==> src/dtc_pkg.sv <==
`default_nettype none

package dtc_pkg;

   // Register indexes of the configuration port
   localparam logic [1:0] CSR_LIM_ONE   = 2'd0;
   localparam logic [1:0] CSR_LIM_TWO   = 2'd1;
   localparam logic [1:0] CSR_LIM_THREE = 2'd2;
   localparam logic [1:0] CSR_LIM_FOUR  = 2'd3;

   // Reset values of the range limits, in ns
   localparam logic [15:0] LIM_ONE_RST   = 16'd756;
   localparam logic [15:0] LIM_TWO_RST   = 16'd1512;
   localparam logic [15:0] LIM_THREE_RST = 16'd3000;
   localparam logic [15:0] LIM_FOUR_RST  = 16'd6000;

   // Operation codes
   localparam logic KIND_ENCODE = 1'b0;
   localparam logic KIND_DECODE = 1'b1;

   // Encode: q = floor(ns * 21 / 125) by reciprocal 21/125 * 2^20, then one fixup
   localparam logic [17:0] ENC_RECIP = 18'd176160;
   localparam int          ENC_SHIFT = 20;
   localparam logic [4:0]  ENC_NUM   = 5'd21;
   localparam logic [7:0]  ENC_DEN   = 8'd125;

   // Decode: floor(n / 21) by reciprocal ceil(2^22 / 21), exact for n < 2^17
   localparam logic [17:0] DEC_RECIP = 18'd199729;
   localparam int          DEC_SHIFT = 22;
   localparam logic [16:0] DEC_SCALE_ONE   = 17'd125;
   localparam logic [16:0] DEC_SCALE_TWO   = 17'd250;
   localparam logic [16:0] DEC_SCALE_THREE = 17'd1000;
   localparam logic [16:0] DEC_SCALE_FOUR  = 17'd2000;
   localparam logic [15:0] DEC_MAX_NS      = 16'd6000;

   // Code prefixes, masks and range offsets
   localparam logic [7:0] PREFIX_TWO   = 8'h80;
   localparam logic [7:0] PREFIX_THREE = 8'hC0;
   localparam logic [7:0] PREFIX_FOUR  = 8'hE0;
   localparam logic [7:0] MASK_SIX     = 8'h3F;
   localparam logic [7:0] MASK_FIVE    = 8'h1F;
   localparam logic [6:0] OFFSET_TWO   = 7'd64;
   localparam logic [6:0] OFFSET_LOW   = 7'd32;

   typedef enum logic [2:0] {
      RNG_ONE,
      RNG_TWO,
      RNG_THREE,
      RNG_FOUR,
      RNG_NONE
   } range_type;

   typedef struct packed {
      logic [15:0] one;
      logic [15:0] two;
      logic [15:0] three;
      logic [15:0] four;
   } limits_type;

endpackage

`default_nettype wire

==> src/dtc_csr_regs.sv <==
`default_nettype none

module dtc_csr_regs
   import dtc_pkg::*;
(
   input  wire logic        clock,
   input  wire logic        reset,
   input  wire logic        csr_write_enable,
   input  wire logic [1:0]  csr_index,
   input  wire logic [15:0] csr_write_data,
   output limits_type       limits
);

   logic [15:0] lim_one_ff,   lim_one_in;
   logic [15:0] lim_two_ff,   lim_two_in;
   logic [15:0] lim_three_ff, lim_three_in;
   logic [15:0] lim_four_ff,  lim_four_in;

   // Decode the write beat
   always_comb begin
      lim_one_in   = lim_one_ff;
      lim_two_in   = lim_two_ff;
      lim_three_in = lim_three_ff;
      lim_four_in  = lim_four_ff;
      if (csr_write_enable) begin
         unique case (csr_index)
            CSR_LIM_ONE:   lim_one_in   = csr_write_data;
            CSR_LIM_TWO:   lim_two_in   = csr_write_data;
            CSR_LIM_THREE: lim_three_in = csr_write_data;
            CSR_LIM_FOUR:  lim_four_in  = csr_write_data;
         endcase
      end
   end

   always_ff @(posedge clock) begin
      if (reset) begin
         lim_one_ff   <= LIM_ONE_RST;
         lim_two_ff   <= LIM_TWO_RST;
         lim_three_ff <= LIM_THREE_RST;
         lim_four_ff  <= LIM_FOUR_RST;
      end else begin
         lim_one_ff   <= lim_one_in;
         lim_two_ff   <= lim_two_in;
         lim_three_ff <= lim_three_in;
         lim_four_ff  <= lim_four_in;
      end
   end

   assign limits.one   = lim_one_ff;
   assign limits.two   = lim_two_ff;
   assign limits.three = lim_three_ff;
   assign limits.four  = lim_four_ff;

endmodule

`default_nettype wire

==> src/dtc_enc_lane.sv <==
`default_nettype none

module dtc_enc_lane
   import dtc_pkg::*;
(
   input  wire logic        clock,
   input  wire logic [15:0] ns_in,
   input  wire limits_type  limits,
   output logic [7:0]       code_out
);

   // Stage 1 registers
   logic [33:0] prod_s1_ff, prod_s1_in;
   logic [20:0] num_s1_ff,  num_s1_in;
   range_type   rng_s1_ff,  rng_s1_in;

   // Stage 2 registers
   logic [13:0] qest_s2_ff, qest_s2_in;
   logic        fix_s2_ff,  fix_s2_in;
   range_type   rng_s2_ff;

   logic [20:0] qden;
   logic [20:0] rem;
   logic [13:0] quot;
   logic [12:0] cnt_two;
   logic [10:0] cnt_three;
   logic [9:0]  cnt_four;
   logic [5:0]  fld_two;
   logic [4:0]  fld_three;
   logic [4:0]  fld_four;

   // Pick the range and start the reciprocal multiply
   always_comb begin
      if (ns_in < limits.one) begin
         rng_s1_in = RNG_ONE;
      end else if (ns_in < limits.two) begin
         rng_s1_in = RNG_TWO;
      end else if (ns_in < limits.three) begin
         rng_s1_in = RNG_THREE;
      end else if (ns_in < limits.four) begin
         rng_s1_in = RNG_FOUR;
      end else begin
         rng_s1_in = RNG_NONE;
      end
      prod_s1_in = 34'(ns_in) * 34'(ENC_RECIP);
      num_s1_in  = 21'(ns_in) * 21'(ENC_NUM);
   end

   // Estimate the quotient; it is low by at most one, so flag the fixup
   always_comb begin
      qest_s2_in = prod_s1_ff[ENC_SHIFT +: 14];
      qden       = 21'(qest_s2_in) * 21'(ENC_DEN);
      rem        = num_s1_ff - qden;
      fix_s2_in  = (rem >= 21'(ENC_DEN));
   end

   always_ff @(posedge clock) begin
      prod_s1_ff <= prod_s1_in;
      num_s1_ff  <= num_s1_in;
      rng_s1_ff  <= rng_s1_in;
      qest_s2_ff <= qest_s2_in;
      fix_s2_ff  <= fix_s2_in;
      rng_s2_ff  <= rng_s1_ff;
   end

   // Finish the quotient, drop the range offset with a floor at zero, clamp
   always_comb begin
      quot      = qest_s2_ff + 14'(fix_s2_ff);
      cnt_two   = quot[13:1];
      cnt_three = quot[13:3];
      cnt_four  = quot[13:4];

      if (cnt_two <= 13'(OFFSET_TWO)) begin
         fld_two = '0;
      end else if ((cnt_two - 13'(OFFSET_TWO)) > 13'(MASK_SIX)) begin
         fld_two = MASK_SIX[5:0];
      end else begin
         fld_two = 6'(cnt_two - 13'(OFFSET_TWO));
      end

      if (cnt_three <= 11'(OFFSET_LOW)) begin
         fld_three = '0;
      end else if ((cnt_three - 11'(OFFSET_LOW)) > 11'(MASK_FIVE)) begin
         fld_three = MASK_FIVE[4:0];
      end else begin
         fld_three = 5'(cnt_three - 11'(OFFSET_LOW));
      end

      if (cnt_four <= 10'(OFFSET_LOW)) begin
         fld_four = '0;
      end else if ((cnt_four - 10'(OFFSET_LOW)) > 10'(MASK_FIVE)) begin
         fld_four = MASK_FIVE[4:0];
      end else begin
         fld_four = 5'(cnt_four - 10'(OFFSET_LOW));
      end

      unique case (rng_s2_ff)
         RNG_ONE:   code_out = {1'b0, quot[6:0]};
         RNG_TWO:   code_out = PREFIX_TWO | {2'b00, fld_two};
         RNG_THREE: code_out = PREFIX_THREE | {3'b000, fld_three};
         RNG_FOUR:  code_out = PREFIX_FOUR | {3'b000, fld_four};
         default:   code_out = '0;
      endcase
   end

endmodule

`default_nettype wire

==> src/dtc_dec_lane.sv <==
`default_nettype none

module dtc_dec_lane
   import dtc_pkg::*;
(
   input  wire logic       clock,
   input  wire logic [7:0] code_in,
   output logic [12:0]     ns_out
);

   logic [16:0] num_s1_ff,  num_s1_in;
   logic [34:0] prod_s2_ff, prod_s2_in;

   // Scale the count of the selected range up to the numerator
   always_comb begin
      if (!code_in[7]) begin
         num_s1_in = 17'(code_in[6:0]) * DEC_SCALE_ONE;
      end else if (!code_in[6]) begin
         num_s1_in = (17'(code_in & MASK_SIX) + 17'(OFFSET_TWO)) * DEC_SCALE_TWO;
      end else if (!code_in[5]) begin
         num_s1_in = (17'(code_in & MASK_FIVE) + 17'(OFFSET_LOW)) * DEC_SCALE_THREE;
      end else begin
         num_s1_in = (17'(code_in & MASK_FIVE) + 17'(OFFSET_LOW)) * DEC_SCALE_FOUR;
      end
   end

   // Divide by 21 through the reciprocal
   assign prod_s2_in = 35'(num_s1_ff) * 35'(DEC_RECIP);

   always_ff @(posedge clock) begin
      num_s1_ff  <= num_s1_in;
      prod_s2_ff <= prod_s2_in;
   end

   assign ns_out = prod_s2_ff[DEC_SHIFT +: 13];

endmodule

`default_nettype wire

==> src/dead_time_code_converter_top.sv <==
// A taken start passes valid_s1, valid_s2 and strobe_ff, then strobes a result.
// Throughput: one item per cycle; busy stays low, start may be held every cycle.
// The depth is set by the multipliers; each lane has one reciprocal multiply.
// Reset: synchronous, active high; clears the valid pipeline and sets the
// range limits to 756, 1512, 3000 and 6000 ns. The receiver cannot stall.
`default_nettype none

module dead_time_code_converter_top
   import dtc_pkg::*;
(
   input  wire logic        clock,
   input  wire logic        reset,
   input  wire logic        start,
   output logic             busy,
   input  wire logic        req_kind,
   input  wire logic [15:0] req_ns_in,
   input  wire logic [7:0]  req_code_in,
   output logic             rsp_strobe,
   output logic [15:0]      rsp_result_value,
   input  wire logic        csr_write_enable,
   input  wire logic [1:0]  csr_index,
   input  wire logic [15:0] csr_write_data
);

   limits_type  limits;
   logic [7:0]  enc_code;
   logic [12:0] dec_ns;
   logic        accept;

   logic        valid_s1_ff, valid_s2_ff;
   logic        kind_s1_ff,  kind_s2_ff;
   logic        strobe_ff;
   logic [15:0] value_ff, value_in;

   dtc_csr_regs u_csr (
      .clock            (clock),
      .reset            (reset),
      .csr_write_enable (csr_write_enable),
      .csr_index        (csr_index),
      .csr_write_data   (csr_write_data),
      .limits           (limits)
   );

   dtc_enc_lane u_enc (
      .clock    (clock),
      .ns_in    (req_ns_in),
      .limits   (limits),
      .code_out (enc_code)
   );

   dtc_dec_lane u_dec (
      .clock   (clock),
      .code_in (req_code_in),
      .ns_out  (dec_ns)
   );

   assign busy   = 1'b0;
   assign accept = start && !busy;

   // Advance the valid bits with the lanes
   always_ff @(posedge clock) begin
      if (reset) begin
         valid_s1_ff <= 1'b0;
         valid_s2_ff <= 1'b0;
         strobe_ff   <= 1'b0;
      end else begin
         valid_s1_ff <= accept;
         valid_s2_ff <= valid_s1_ff;
         strobe_ff   <= valid_s2_ff;
      end
   end

   // Select the lane for the output beat
   always_comb begin
      if (kind_s2_ff == KIND_DECODE) begin
         value_in = {3'b000, dec_ns};
      end else begin
         value_in = {8'h00, enc_code};
      end
   end

   always_ff @(posedge clock) begin
      kind_s1_ff <= req_kind;
      kind_s2_ff <= kind_s1_ff;
      value_ff   <= value_in;
   end

   assign rsp_strobe       = strobe_ff;
   assign rsp_result_value = value_ff;

endmodule

`default_nettype wire

==> config.mk <==
export PLATFORM = sky130hd
export DESIGN_NAME = dead_time_code_converter_top
export DESIGN_NICKNAME = d
export VERILOG_FILES = /design/src/dtc_pkg.sv /design/src/dtc_csr_regs.sv /design/src/dtc_enc_lane.sv /design/src/dtc_dec_lane.sv /design/src/dead_time_code_converter_top.sv
export SDC_FILE = /design/constraint.sdc
export NUM_CORES = 1
export LEC_CHECK = 0
export ABC_AREA = 1
export BUFFER_PORTS_ARGS = -buffer_cell sky130_fd_sc_hd__buf_2
export CAP_MARGIN = 20
export CORE_ASPECT_RATIO = 1.25
export CORE_MARGIN = 4
export CORE_UTILIZATION = 50
export CTS_CLUSTER_DIAMETER = 60
export DETAILED_ROUTE_END_ITERATION = 7
export PLACE_DENSITY_LB_ADDON = 0.15
export RECOVER_POWER = 50
export REMOVE_ABC_BUFFERS = 1
export SLEW_MARGIN = 25
export SYNTH_ARGS = -nofsm -noshare
export SYNTH_HDL_FRONTEND = slang
export SYNTH_SLANG_ARGS = --single-unit
==> constraint.sdc <==
create_clock -name clock -period 10.92 [get_ports clock]
set_input_delay 0.546 -clock clock [delete_from_list [all_inputs] [get_ports clock]]
set_output_delay 0.546 -clock clock [all_outputs]
set_load 0.02 [all_outputs]
After elaboration in Yosys (flattened, before gate mapping)
Cells that the tools add are included.
{"block": "word_totals", "register_bits": 208, "input_bits": 47, "output_inout_bits": 18, "word_cells": 76}
{"block": "op_classes", "add_sub_neg": 7, "mul": 8, "order_cmp": 11, "eq_ne": 6, "n_mux": 14, "n_reduce_logical": 8}
{"operator": "16-bit less-than comparator", "count": 4}
{"operator": "17-bit by 18-bit multiplier with 35-bit output, second input constant", "count": 1}
{"operator": "17-bit 2-to-1 mux", "count": 2}
{"operator": "8-bit one-hot mux with 4 select lines", "count": 1}
{"operator": "16-bit by 13-bit multiplier with 29-bit output, second input constant", "count": 1}
{"operator": "21-bit by 7-bit greater-or-equal comparator with 1-bit output, second input constant", "count": 1}
{"operator": "14-bit by 7-bit multiplier with 21-bit output, second input constant", "count": 1}
{"operator": "16-bit by 5-bit multiplier with 21-bit output, second input constant", "count": 1}
{"operator": "21-bit subtractor", "count": 1}
{"operator": "5-bit 2-to-1 mux", "count": 4}
{"operator": "17-bit by 7-bit multiplier with 13-bit output, second input constant", "count": 1}
{"operator": "17-bit by 7-bit multiplier with 14-bit output, second input constant", "count": 1}
{"operator": "17-bit by 7-bit multiplier with 16-bit output, second input constant", "count": 1}
{"operator": "14-bit by 1-bit adder with 14-bit output", "count": 1}
{"operator": "7-bit by 7-bit multiplier with 14-bit output, second input constant", "count": 1}
{"operator": "14-bit 2-to-1 mux", "count": 1}
{"operator": "13-bit by 6-bit greater-than comparator with 1-bit output, second input constant", "count": 1}
{"operator": "13-bit by 7-bit less-or-equal comparator with 1-bit output, second input constant", "count": 1}
{"operator": "13-bit by 7-bit subtractor with 13-bit output, second input constant", "count": 1}
{"operator": "6-bit 2-to-1 mux", "count": 2}
{"operator": "11-bit by 5-bit greater-than comparator with 1-bit output, second input constant", "count": 1}
{"operator": "11-bit by 6-bit less-or-equal comparator with 1-bit output, second input constant", "count": 1}
{"operator": "11-bit by 6-bit subtractor with 11-bit output, second input constant", "count": 1}
{"operator": "10-bit by 5-bit greater-than comparator with 1-bit output, second input constant", "count": 1}
{"operator": "other kinds (17)", "count": 22}

Depth between registers and ports, before layout
Gate-level depths: netlist of the first run.
{"block": "depth", "depth_word": 7, "ltp_mapped": 25}

Cells and area by module
From an unflattened synthesis of the first run, not the netlist that was laid out.
{"block": "hier_totals", "cells_unflattened": 3008, "area_unflattened_um2": 22461.5}
{"mod": "dtc_enc_lane", "instances": 1, "cells_per_inst": 1453, "area_per_inst_um2": 11223.3, "seq_area_each_um2": 1121.1}
{"mod": "dtc_dec_lane", "instances": 1, "cells_per_inst": 1127, "area_per_inst_um2": 8064.0, "seq_area_each_um2": 600.6}
{"mod": "dtc_csr_regs", "instances": 1, "cells_per_inst": 363, "area_per_inst_um2": 2615.0, "seq_area_each_um2": 1281.2}
{"mod": "dead_time_code_converter_top", "instances": 1, "cells_per_inst": 65, "area_per_inst_um2": 559.3, "seq_area_each_um2": 360.3}

Worst setup path before layout of the first run
OpenSTA, ideal clock, no wires.
{"block": "synth_timing", "path_type": "register to register", "startpoint": "register u_dec.num_s1_ff[15]", "endpoint": "register u_dec.prod_s2_ff[31]", "setup_ns": 0.123, "arrival_ns": 4.339, "required_ns": 10.797, "slack_ns": 6.458, "stages_incl_launch_ff": 19, "period_less_slack_ns": 4.462, "path_cell_list": "dfxtp_1 -> inv_1 -> ha_1 -> inv_1 -> ha_1 -> inv_1 -> fa_1 -> fa_1 -> inv_1 -> fa_1 -> fa_1 -> ha_1 -> nand2_1 -> nor4_1 -> nand3_1 -> nand3_1 -> a21o_1 -> a21oi_1 -> xor2_1"}
{"block": "synth_between", "elab_chain_cells": 1}
{"item": "start: declaration", "line_no": "dtc_dec_lane.sv:11", "text": "logic [16:0] num_s1_ff, num_s1_in;"}
{"item": "start signal: assignment", "line_no": "dtc_dec_lane.sv:31", "text": "num_s1_ff <= num_s1_in;"}
{"item": "17-bit by 18-bit multiplier with 35-bit output", "line_no": "dtc_dec_lane.sv:28", "text": "assign prod_s2_in = 35'(num_s1_ff) * 35'(DEC_RECIP);"}
{"item": "via u_dec.prod_s2_in[31]", "line_no": "dtc_dec_lane.sv:12", "text": "logic [34:0] prod_s2_ff, prod_s2_in;"}
{"item": "end signal: assignment", "line_no": "dtc_dec_lane.sv:32", "text": "prod_s2_ff <= prod_s2_in;"}
{"item": "end: declaration", "line_no": "dtc_dec_lane.sv:12"}
The timed path passes the listed nets, and every way through them passes these cells.
A chain may end at the register's enable or synchronous reset.

Final worst setup path of the first run
Same ends and word-level chain as after synthesis.

==> impl_metrics.env, run 1 <==
export IMPL_cp_end_kind="flip-flop"
export IMPL_routed_wirelength_um=48200
export IMPL_ys_flop_type="dfxtp_1"
export IMPL_hold_violations=0
export IMPL_rows=83
export IMPL_cts_sinks=168
export IMPL_track_usage_pct=21.8
export IMPL_drc=0
export IMPL_setup_tns_ns=0
export IMPL_yosys_warnings=0
export IMPL_critPathLaunchType="flip-flop"
export IMPL_final_fill_count=4016
export IMPL_finalCritPeriodShare_pct=44.2
export IMPL_synth_edf_count=0
export IMPL_synthTopCellsByArea="ha_1, fa_1, dfxtp_1, inv_1, nand2_1"
export IMPL_clk_path_buf_depth=2
export IMPL_final_layout_size_suffix_gt1_share_pct=4.41
export IMPL_synth_seq_area_share_pct=16.0
export IMPL_h_tree_depth=4
export IMPL_numPortBuffers=60
export IMPL_placed_cell_area_um2=21900
export IMPL_cts_setup_buffers=0
export IMPL_vias=16535
export IMPL_drv_slew=47
export IMPL_crit_type="flip-flop to flip-flop"
export IMPL_fp_coreArea_um2=41300
export IMPL_cp_slowest_cell="fa_1"
export IMPL_ant_nets=0
export IMPL_grt_max_degree=47
export IMPL_die_area_um2=45400
export IMPL_nNetsFinal=3322
export IMPL_clkTransAtPathRegs_ns=0.07
export IMPL_finClkSkew_ns=0.0173
export IMPL_r2r_slack_ns=6.09
export IMPL_rsz0062_at_grt="false"
export IMPL_antenna_found_initial=0
export IMPL_fin_crit_ns=4.83
export IMPL_cts_resized=0
export IMPL_hold_buffers=0
export IMPL_fin_ws_ns=6.09
export IMPL_grt_pass1_vias=16718
export IMPL_ctsRootBufferMaster="clkbuf_16"
export IMPL_use_met3_pct=2.31
export IMPL_die_w_um=191
export IMPL_grt_use_met2_pct=38.2
export IMPL_critPathTopFamily="adder cells"
export IMPL_crit_required_ns=11.25
export IMPL_slew_headroom_pct=-24.6
export IMPL_gr_total_overflow=0
export IMPL_yosys_top_cells_count="inv_1, ha_1, nand2_1, a21oi_1, fa_1"
export IMPL_crit_chain="inv_1 -> ha_1 -> inv_1 -> ha_1 -> inv_1 -> fa_1 -> fa_1 -> inv_1 -> fa_1 -> fa_1 -> ha_1 -> nand2_1 -> nor4_1 -> nand3_1 -> nand3_1 -> a21o_1 -> a21oi_1 -> xor2_1"
export IMPL_gr_max_usage_layer="met2"
export IMPL_finalSetupViolations=0
export IMPL_synth_seq_cells=168
export IMPL_antenna_cells=0
export IMPL_cts_tree="built"
export IMPL_syn_inst=2578
export IMPL_drv_cap=1
export IMPL_status="complete, but fails checks"
export IMPL_synth_top_area_share_pct=26.9
export IMPL_ios=65
export IMPL_synth_most_common_cell="inv_1"
export IMPL_syn_area_um2=21000
export IMPL_path_max_fanout=4
export IMPL_detailedPlace_worstSlack_ns=6.08
export IMPL_violations="max-capacitance violations, max-slew violations"
export IMPL_tightest_slew_ns=1.87
export IMPL_drtPass1Iterations=5
export IMPL_hold_path_class="input port to flip-flop"
export IMPL_numCtsBuffers=17
export IMPL_synth_top_cell_by_area="ha_1"
export IMPL_worst_path_buf_inv=4
export IMPL_synth_cell_types=48
export IMPL_die_h_um=237
export IMPL_worstSkewPairLatency_ns=0.46
export IMPL_critical_path_max_stage_delay_ns=0.56
export IMPL_syn_avg_cell_area_um2=8.14
export IMPL_viasPerCell=5.16
export IMPL_gp_congestion=0.958
export IMPL_first_iter_violations=791
export IMPL_avgRoutedWirePerCell_um=15.0
export IMPL_ys_async_sr_fraction_pct=0
export IMPL_start_util_pct=50.8
export IMPL_dp_hpwl_um=41300
export IMPL_fmax_mhz=207
export IMPL_crit_arrival_ns=5.16
export IMPL_use_met1_pct=28.2
export IMPL_final_cell_area_um2=22500
export IMPL_area_growth_pct=7.13
export IMPL_grt_pass1_wl_um=81300
cells by family after synthesis:
logic type	share of synthesized area [%]
adders and majority gates	44.6
DFF	16.0
xor gates and xnor gates	3.50
buffers and inverters	10.4
other	0.0179
and+or+nand+nor	13.7
AOI/OAI and AO/OA	11.7
cell type report:
cell class | instances | area (um^2) | share of cell area, %
clock buffers | 20 | 447 | 1.99
clock inverters | 12 | 155 | 0.690
inverters | 554 | 2080 | 9.24
multi-input cells | 1833 | 15500 | 68.7
flip-flops and latches | 168 | 3360 | 15.0
well taps | 552 | 691 | 3.07
repair buffers | 64 | 307 | 1.36
cells in the final DEF (no fill, tap or decap), drive strengths merged, types with 27 or more instances in the layout:
| cell type | Yosys | final |
|---|---|---|
| inv | 553 | 559 |
| ha | 451 | 451 |
| nand2 | 371 | 371 |
| a21oi | 207 | 207 |
| fa | 186 | 186 |
| dfxtp | 168 | 168 |
| o21ai | 137 | 137 |
| nor2 | 132 | 132 |
| nand3 | 100 | 100 |
| xor2 | 58 | 58 |
| buf | 5 | 51 |
| clkbuf | 21 | 33 |
| o211ai | 28 | 28 |
| nand4 | 27 | 27 |
layer usage:
layer	part of all wire [%]	up-vias
li1	-	8433
met1	45	7739
met2	50	289
met3	2.7	74
met4	2.7	0
met5	0	-
worst paths after layout:
path                             startpoint                      endpoint  cells after the start
min                                req_kind            kind_s1_ff$_DFF_P_                      1
min reg2reg   u_enc.rng_s1_ff[1]$_SDFF_PP0_    u_enc.rng_s2_ff[1]$_DFF_P_                      0
max          u_dec.num_s1_ff[15]$_SDFF_PN0_  u_dec.prod_s2_ff[31]$_DFF_P_                     18
max reg2reg  u_dec.num_s1_ff[15]$_SDFF_PN0_  u_dec.prod_s2_ff[31]$_DFF_P_                     18
registers in the layout (all words and copies together) (netlist names), 3 cells and up:
register and count:
u_enc.rng_s2_ff 3, rsp_result_value 13, u_enc.prod_s1_ff 14, u_csr.lim_three_ff 16, u_dec.prod_s2_ff 13, u_enc.rng_s1_ff 3, u_enc.num_s1_ff 21, u_dec.num_s1_ff 17
u_csr.lim_four_ff 16, u_csr.lim_two_ff 16, u_enc.qest_s2_ff 14, u_csr.lim_one_ff 16
stage by stage:
step | hold slack, ns | util, % | instances
after floorplan | 0.310 | - | 2555
after global placement | 0.315 | 53.0 | 3171
after detailed placement | 0.315 | 53.0 | 3171
after CTS | 0.169 | 54.5 | 3203
after global routing | 0.173 | 54.4 | 3203
final | 0.197 | 54.4 | 3203
Power of run 1 is left out: the tool's default activity adds up to more than one toggle a clock period on the data nets, which glitch-free logic cannot reach.
==> run 2: changes to the inputs <==
Clock period 10.92 ns to 5 ns, I/O delays scaled along.
==> impl_metrics.env, run 2 (synthesis results as in run 1) <==
export IMPL_status="finished clean"
export IMPL_cts_sinks=168
export IMPL_finalCritPeriodShare_pct=96.3
export IMPL_grt_pass1_vias=17136
export IMPL_crit_required_ns=5.38
export IMPL_vias=16673
export IMPL_dp_hpwl_um=42200
export IMPL_top_register="u_enc.num_s1_ff"
export IMPL_register_area_um2=3360
export IMPL_finalNonFillerCells=3216
export IMPL_grt_pass1_wl_um=83100
export IMPL_start_util_pct=50.8
export IMPL_final_layout_size_suffix_gt1_share_pct=4.69
export IMPL_grt_max_degree=31
export IMPL_drv_slew=0
export IMPL_holdWs_ns=0.0717
export IMPL_top_regs="u_enc.num_s1_ff: 21 flops, u_dec.num_s1_ff: 17 flops"
export IMPL_slew_headroom_pct=19.8
export IMPL_rows=83
export IMPL_ios=65
export IMPL_die_area_um2=45400
export IMPL_numPortBuffers=60
export IMPL_crit_arrival_ns=5.20
export IMPL_ctsRootBufferMaster="clkbuf_16"
export IMPL_clkTransAtPathRegs_ns=0.07
export IMPL_drv_cap=0
export IMPL_finalSetupViolations=0
export IMPL_die_h_um=237
export IMPL_area_growth_pct=7.73
export IMPL_ant_nets=0
export IMPL_nNetsFinal=3335
export IMPL_tightest_slew_ns=1.20
export IMPL_numCtsBuffers=17
export IMPL_routed_wirelength_um=49200
export IMPL_fin_crit_ns=4.82
export IMPL_dp_cells=3182
export IMPL_drt_met1_wl_um=21600
export IMPL_final_cell_mix="inv_1, ha_1, nand2_1, a21oi_1, fa_1"
export IMPL_cts_setup_buffers=0
export IMPL_hold_path_class="input port to flip-flop"
export IMPL_layout_commonest_cell="inv_1"
export IMPL_path_max_fanout=4
export IMPL_wl_met2_um=25100
export IMPL_cp_slowest_cell="fa_1"
export IMPL_top_layer="met4"
export IMPL_drc=0
export IMPL_antenna_cells=0
export IMPL_largest_reg_flops=21
export IMPL_finClkSkew_ns=0.0126
export IMPL_worstSkewPairLatency_ns=0.46
export IMPL_crit_top_cell="fa_1"
export IMPL_final_fill_count=3986
export IMPL_antenna_found_initial=0
export IMPL_critPathLaunchType="flip-flop"
export IMPL_detailedPlace_worstSlack_ns=0.215
export IMPL_r2r_slack_ns=0.18
export IMPL_viasPerCell=5.18
export IMPL_rsz0062_at_grt="true"
export IMPL_fin_ws_ns=0.185
export IMPL_multi_input_area_um2=15500
export IMPL_drtPass1Iterations=5
export IMPL_avgRoutedWirePerCell_um=15.3
export IMPL_die_w_um=191
export IMPL_track_usage_pct=22.4
export IMPL_gr_total_overflow=0
export IMPL_crit_type="flip-flop to flip-flop"
export IMPL_fmax_mhz=208
export IMPL_fp_coreArea_um2=41300
export IMPL_gp_congestion=0.909
export IMPL_first_iter_violations=703
export IMPL_hold_violations=0
export IMPL_clk_path_buf_depth=2
export IMPL_h_tree_depth=4
export IMPL_critical_path_max_stage_delay_ns=0.51
export IMPL_met3_length_um=1280
export IMPL_crit_chain="inv_1 -> ha_1 -> ha_1 -> or2_2 -> fa_1 -> inv_1 -> fa_1 -> fa_1 -> inv_1 -> fa_1 -> ha_1 -> a21o_1 -> a21oi_1 -> o21ai_0 -> nand2_1 -> nand3_1 -> a21o_1 -> a21oi_1 -> xor2_1"
export IMPL_cp_end_kind="flip-flop"
export IMPL_cts_tree="built"
==> run 2: per-stage QoR <==
stage / setup TNS, ns / util, % / instance area [um^2]
after floorplan: 0 / - / 20900
after global placement: 0 / 53.2 / 22000
after detailed placement: 0 / 53.2 / 22000
after CTS: 0 / 54.8 / 22600
after global routing: -0.100 / 54.7 / 22600
final: 0 / 54.7 / 22600
==> run 2: critical path: cells and delay by family, from the launching register on <==
kind,cells,cell delay [ns]
compound gates,5,0.93
simple gates,3,0.55
flops,1,0.40
fa+ha+maj,7,2.54
buf+inv,3,0.16
xor+xnor,1,0.15
==> run 2: path summary, 6_finish.rpt <==
| check | start | to | cells after the start |
|---|---|---|---|
| worst min register to register | u_enc.rng_s1_ff[2]$_SDFF_PP0_ | u_enc.rng_s2_ff[2]$_DFF_P_ | 0 |
| worst min-delay path | csr_write_data[2] | u_csr.lim_one_ff[2]$_SDFFE_PP1P_ | 3 |
| worst max-delay path | u_dec.num_s1_ff[6]$_DFF_P_ | u_dec.prod_s2_ff[31]$_DFF_P_ | 19 |
| worst max register to register | u_dec.num_s1_ff[6]$_DFF_P_ | u_dec.prod_s2_ff[31]$_DFF_P_ | 19 |
==> run 2: cell type report <==
class	instances	area share [%]
Clock buffer	18	1.90
Inverter	554	9.19
Sequential cell	168	14.9
Timing Repair Buffer	77	1.74
Tap cell	552	3.05
Multi-Input combinational cell	1833	68.4
Clock inverter	14	0.830
==> run 2: routing by layer <==
| metal | track usage (%) | vias to the layer above |
|---|---|---|
| li1 | - | 8458 |
| met1 | 28.4 | 7864 |
| met2 | 40.0 | 276 |
| met3 | 2.40 | 75 |
| met4 | 6.68 | 0 |
| met5 | 0 | - |
==> run 2: timing repair <==
item                                    4_1_cts  5_1_grt
endpoints found under the setup margin        0        4
gates resized for setup                       0        8
hold buffers                                  2        0
endpoints found under the hold margin         2        0
Power of run 2 is left out for the same reason.
